## src/design/clfsc_pkg.sv

```systemverilog
package clfsc_pkg;

    localparam int WORD_W     = 32;
    localparam int RING_DEPTH = 64;
    localparam int HEAD_W     = $clog2(RING_DEPTH);
    localparam int NUM_GEN    = 3;

    localparam logic [HEAD_W-1:0] HEAD_RESET = HEAD_W'(RING_DEPTH - 1);

    localparam logic [WORD_W-1:0] SEED_MASK = 32'h0502_7919;
    localparam logic [WORD_W-1:0] PAIR_LO   = 32'h5555_5555;
    localparam logic [WORD_W-1:0] PAIR_HI   = 32'hAAAA_AAAA;
    localparam logic [WORD_W-1:0] NIB_LO    = 32'h0F0F_0F0F;
    localparam logic [WORD_W-1:0] NIB_HI    = 32'hF0F0_F0F0;

    // Lags per generator, generator one in the lowest slot
    localparam logic [NUM_GEN-1:0][HEAD_W-1:0] LAG_A = {6'd58, 6'd57, 6'd55};
    localparam logic [NUM_GEN-1:0][HEAD_W-1:0] LAG_B = {6'd19, 6'd7, 6'd24};

    localparam logic MODE_RESEED = 1'b0;
    localparam logic MODE_DATA   = 1'b1;

    typedef enum logic [1:0] {
        ST_IDLE,
        ST_FILL,
        ST_COMBINE,
        ST_EMIT
    } state_t;

    typedef struct packed {
        logic load;
        logic start_fill;
        logic fill_step;
        logic combine;
        logic emit;
    } cmd_t;

    typedef struct packed {
        logic phase_zero;
        logic fill_done;
        logic out_free;
    } status_t;

    // One right shift; taps 31, 6, 4, 2, 1, 0 feed the new bit 31
    function automatic logic [WORD_W-1:0] lfsr_next(input logic [WORD_W-1:0] v);
        logic fb;
        fb = v[31] ^ v[6] ^ v[4] ^ v[2] ^ v[1] ^ v[0];
        return {fb, v[WORD_W-1:1]};
    endfunction

endpackage

```

## src/design/clfsc_ctrl.sv

```systemverilog
module clfsc_ctrl (
    input  logic               clk,
    input  logic               rst_n,
    input  logic               s_valid,
    input  logic               mode,
    output logic               s_ready,
    input  clfsc_pkg::status_t sts,
    output clfsc_pkg::cmd_t    cmd
);

    import clfsc_pkg::*;

    state_t state_reg;
    state_t state_next;

    always_ff @(posedge clk or negedge rst_n)
    begin
        if (!rst_n)
        begin
            state_reg <= ST_IDLE;
        end
        else
        begin
            state_reg <= state_next;
        end
    end

    always_comb
    begin
        state_next = state_reg;
        cmd        = '0;
        s_ready    = 1'b0;
        unique case (state_reg)
            ST_IDLE:
            begin
                s_ready = 1'b1;
                if (s_valid)
                begin
                    cmd.load = 1'b1;
                    if (mode == MODE_RESEED)
                    begin
                        cmd.start_fill = 1'b1;
                        state_next     = ST_FILL;
                    end
                    else if (sts.phase_zero)
                    begin
                        state_next = ST_COMBINE;
                    end
                    else
                    begin
                        state_next = ST_EMIT;
                    end
                end
            end
            ST_FILL:
            begin
                cmd.fill_step = 1'b1;
                if (sts.fill_done)
                begin
                    state_next = ST_IDLE;
                end
            end
            ST_COMBINE:
            begin
                cmd.combine = 1'b1;
                state_next  = ST_EMIT;
            end
            ST_EMIT:
            begin
                if (sts.out_free)
                begin
                    cmd.emit   = 1'b1;
                    state_next = ST_IDLE;
                end
            end
            default:
            begin
                state_next = ST_IDLE;
            end
        endcase
    end

    // A data item mid-word needs no new keystream word
    a_skip_combine: assert property (@(posedge clk) disable iff (!rst_n)
        (state_reg == ST_IDLE && s_valid && mode == MODE_DATA && !sts.phase_zero)
        |=> state_reg == ST_EMIT)
        else $error("mid-word data item did not go straight to emit");

    a_fill_exit: assert property (@(posedge clk) disable iff (!rst_n)
        (state_reg == ST_FILL && sts.fill_done) |=> state_reg == ST_IDLE)
        else $error("ring fill did not finish");

    a_combine_emit: assert property (@(posedge clk) disable iff (!rst_n)
        state_reg == ST_COMBINE |=> state_reg == ST_EMIT)
        else $error("word update did not hand over to emit");

endmodule

```

## config.mk

```make
export PLATFORM = sky130hd
export DESIGN_NAME = clfsc_ctrl
export DESIGN_NICKNAME = d
export VERILOG_FILES = /design/src/design/clfsc_pkg.sv /design/src/design/clfsc_ctrl.sv
export SDC_FILE = /design/constraint.sdc
export NUM_CORES = 1
export LEC_CHECK = 0
export BUFFER_PORTS_ARGS = -buffer_cell sky130_fd_sc_hd__buf_2
export CAP_MARGIN = 0
export CORE_AREA = 2 2 39 41
export DETAILED_ROUTE_END_ITERATION = 16
export DIE_AREA = 0 0 41 43
export PLACE_DENSITY_LB_ADDON = 0.08
export SETUP_SLACK_MARGIN = 0.3
export SLEW_MARGIN = 20
export SYNTH_ARGS = -nofsm -noshare
export SYNTH_HDL_FRONTEND = slang
export SYNTH_SLANG_ARGS = --single-unit
```

## constraint.sdc

```tcl
create_clock -name clk -period 0.9 [get_ports clk]
set_input_delay 0.18 -clock clk [delete_from_list [all_inputs] [get_ports clk]]
set_output_delay 0.18 -clock clk [all_outputs]
set_load 0.02 [all_outputs]
```

==> summary.md <==
| Metric | Value |
|---|---|
| GR Util met1 | `8.31%` |
| Post-layout nets | `49` |
| Fin worst setup slack | `-0.405 ns` |
| Synth async-reset ratio | `100%` |
| Final worst-path cycle share | `145%` |
| Vias in the first global route | `196` |
| Post-Layout Cell Count | `56` |
| Clk Latency, worst-skew pair | `0.23 ns` |
| HP Class | `input port to flop` |
| RSZ-0062 raised after global routing | `true` |
| Synth Net Count | `23` |
| PD cells | `3540 mW/mm^2` |
| Hold path start | `sts[0]` |
| FMAX | `766 MHz` |
| Largest net degree at the start of global routing | `7` |
| Clock tree buffer depth | `2` |
| Die Area | `0.00176 sq mm` |
| Port Buf Inserts | `12` |
| Routed Antenna Nets | `0` |
| GRT busiest layer | `met4` |
| Psw | `0.000499 W` |
| Drt total wl | `543 um` |
| Critical R2R Launch | `state_reg[1]$_DFFE_PN0P_` |
| Placed Cells | `47` |
| Syn avg cell area | `9.70 sq um` |
| DR DRC count | `0` |
| Drt wl/cell | `9.70 um` |
| Final max-slew violation count | `0` |
| Mapped Area | `155 sq um` |
| Share of cells above drive strength 1 | `77.5%` |
| GR met2 Demand/Resource | `9.38%` |
| Max Cap Viol | `0` |
| CP Launch Type | `flop` |
| CP Capture Type | `output pin` |
| Area Overhead vs Synth | `140%` |
| Fin. Hold Viols | `0` |
| Via-to-Cell Ratio | `3.71` |
| R2R setup slack | `-0.31 ns` |
| Post-synth EDFFs | `0` |
| Hold path depth | `2` |
| Top_reg_cell synth | `dfrtp_1` |
| Initial drt markers | `1` |
| Die Wd | `41 um` |
| Met3 Usage GRT | `3.14%` |
| LEAKAGE | `0.194 nW` |
| Cell taking the most area after synthesis | `dfrtp_1` |
| Max FFs per register | `2` |
| Skew final | `0.00240 ns` |
| Diode count | `0` |
| Finished Cell Area | `372 sq um` |
| Final min period | `1.31 ns` |
| H-tree lvl count | `1` |
| Final Wtd Congestion | `0.688` |
| Hold path endpoint | `state_reg[1]$_DFFE_PN0P_` |
| Part of the power in registers | `17.5%` |
| CP Class | `flop to output pin` |
| CTS sink count | `2` |
| Via count | `208` |
| Sequential share of the synthesized area | `32.3%` |
| Peak supply drop | `0.000840 V` |
| Actual slew at the worst max-slew pin | `0.122 ns` |
| Pint | `0.000815 W` |
| Initial antenna violation count | `0` |
| Clock network power share | `15.2%` |
| Overflow after GRT | `0` |
| First-pass GRT wire length | `814 um` |
| Status | `finished, violations left` |
| Fin Setup TNS | `-2.51 ns` |
| Synth Register Bits | `2` |
| Core area | `0.00138 sq mm` |
| Final setup viols | `8` |
| CTS tree | `done` |
| I/O pin count | `13` |
| Yosys warning count | `0` |
| Post-DP HPWL | `353 um` |
| Top cells by count, synth | `dfrtp_1, nor2_1` |
| Clock slew at reported path FFs | `0.03 ns` |
| CTS Buf Count | `3` |
| Rows | `14` |
| Synth Instances | `16` |
| Area post-placement | `262 sq um` |
| Critical-path maximum fanout | `6` |
| Violated checks | `setup timing` |
| First-pass DRT Iterations | `4` |
| Clock root buffer master | `clkbuf_4` |
| Die Y | `43 um` |
| Reg2Reg Capture Point | `state_reg[0]$_DFFE_PN0P_` |
| Slew HR | `91.6%` |
| Net Sw Frac | `38.0%` |
| Initial Util | `11.2%` |
| Comb pwr share | `67.2%` |
| Synth top area share | `32.3%` |
| Cell variety after synth | `14` |
| Critical Path RT | `0.72 ns` |
| GR Util All Layers | `8.02%` |
| Worst EP arrival | `1.13 ns` |
| Worst reg2reg path depth | `5` |
| Synth area leaders | `dfrtp_1, nor3b_2, buf_6` |
critical path: stages (launching register included):
cell	delay [ns]
dfrtp_2	0.44
nor3b_4	0.19
and2b_2	0.17
buf_6	0.11
metrics by stage:
stage / setup WS, ns / total power, W / utilization [%] / hold WS, ns
after detailed placement: -0.234 / 0.000814 / 18.9 / -0.0346
after CTS: -0.413 / 0.00124 / 25.0 / 0.165
after global routing: -0.470 / 0.00142 / 26.9 / 0.182
after floorplan: -0.303 / 0.000604 / - / -0.116
after global placement: -0.243 / 0.000822 / 18.9 / -0.0336
final: -0.405 / 0.00131 / 26.9 / 0.174
area by class of cell:
type / instances / area (sq um)
well taps: 16 / 20.0
multi-input cells: 12 / 101
flip-flops and latches: 2 / 52.6
fillers: 164 / 1010
repair buffers: 22 / 171
inverters: 1 / 3.75
clock buffers: 3 / 22.5
worst max path at each step:
stage / from / end / cells after the start
2_1_floorplan: state_reg[1]$_DFFE_PN0P_ / cmd[3] / 3
3_3_place_gp: state_reg[1]$_DFFE_PN0P_ / cmd[3] / 3
3_5_place_dp: state_reg[1]$_DFFE_PN0P_ / cmd[3] / 3
4_1_cts: state_reg[0]$_DFFE_PN0P_ / cmd[3] / 3
5_1_grt: state_reg[0]$_DFFE_PN0P_ / cmd[3] / 3
6_report: state_reg[1]$_DFFE_PN0P_ / cmd[3] / 3
cell usage in the layout, fill, tap and decap left out:
cell type and n:
and3_2 1, o22ai_1 1, buf_6 5, dfrtp_2 2
nor2_1 2, o21bai_1 1, and3b_1 1, buf_4 10
inv_1 1, buf_2 6, dlygate4sd3_1 1, clkbuf_4 3
o2bb2ai_1 1, a21oi_2 1, nor3b_4 1, mux2i_1 1
and2b_2 2
what timing repair did:
action                                  in CTS  in global routing
hold buffers                                 1                  0
pin swaps                                    1                  1
endpoints found under the setup margin       8                  8
setup buffers                                3                  2
gates resized for setup                     11                  3
endpoints found under the hold margin        2                  0
per-layer routing:
| metal | routed length (um) | part of all wire [%] |
|---|---|---|
| met2 | 280 | 52 |
| met5 | 0 | 0 |
| met1 | 209 | 38 |
| met3 | 36 | 6.6 |
| met4 | 17 | 3.1 |
power by group through the flow:
stage               clock [W]  combinational (W)  sequential [W]
detailed placement          0           0.000571        0.000243
global route         0.000228           0.000945        0.000245
CTS                  0.000214           0.000793        0.000231
global placement            0           0.000583        0.000239
finish               0.000200           0.000883        0.000230
floorplan                   0           0.000414        0.000190
cells by family after synthesis:
logic type             synth area share, %
buffers and inverters                 9.67
and+or+nand+nor                       33.9
muxes                                 6.45
AOI/OAI and AO/OA                     17.7
DFF                                   32.3
Note: power is estimated with default switching activity, not from simulation.
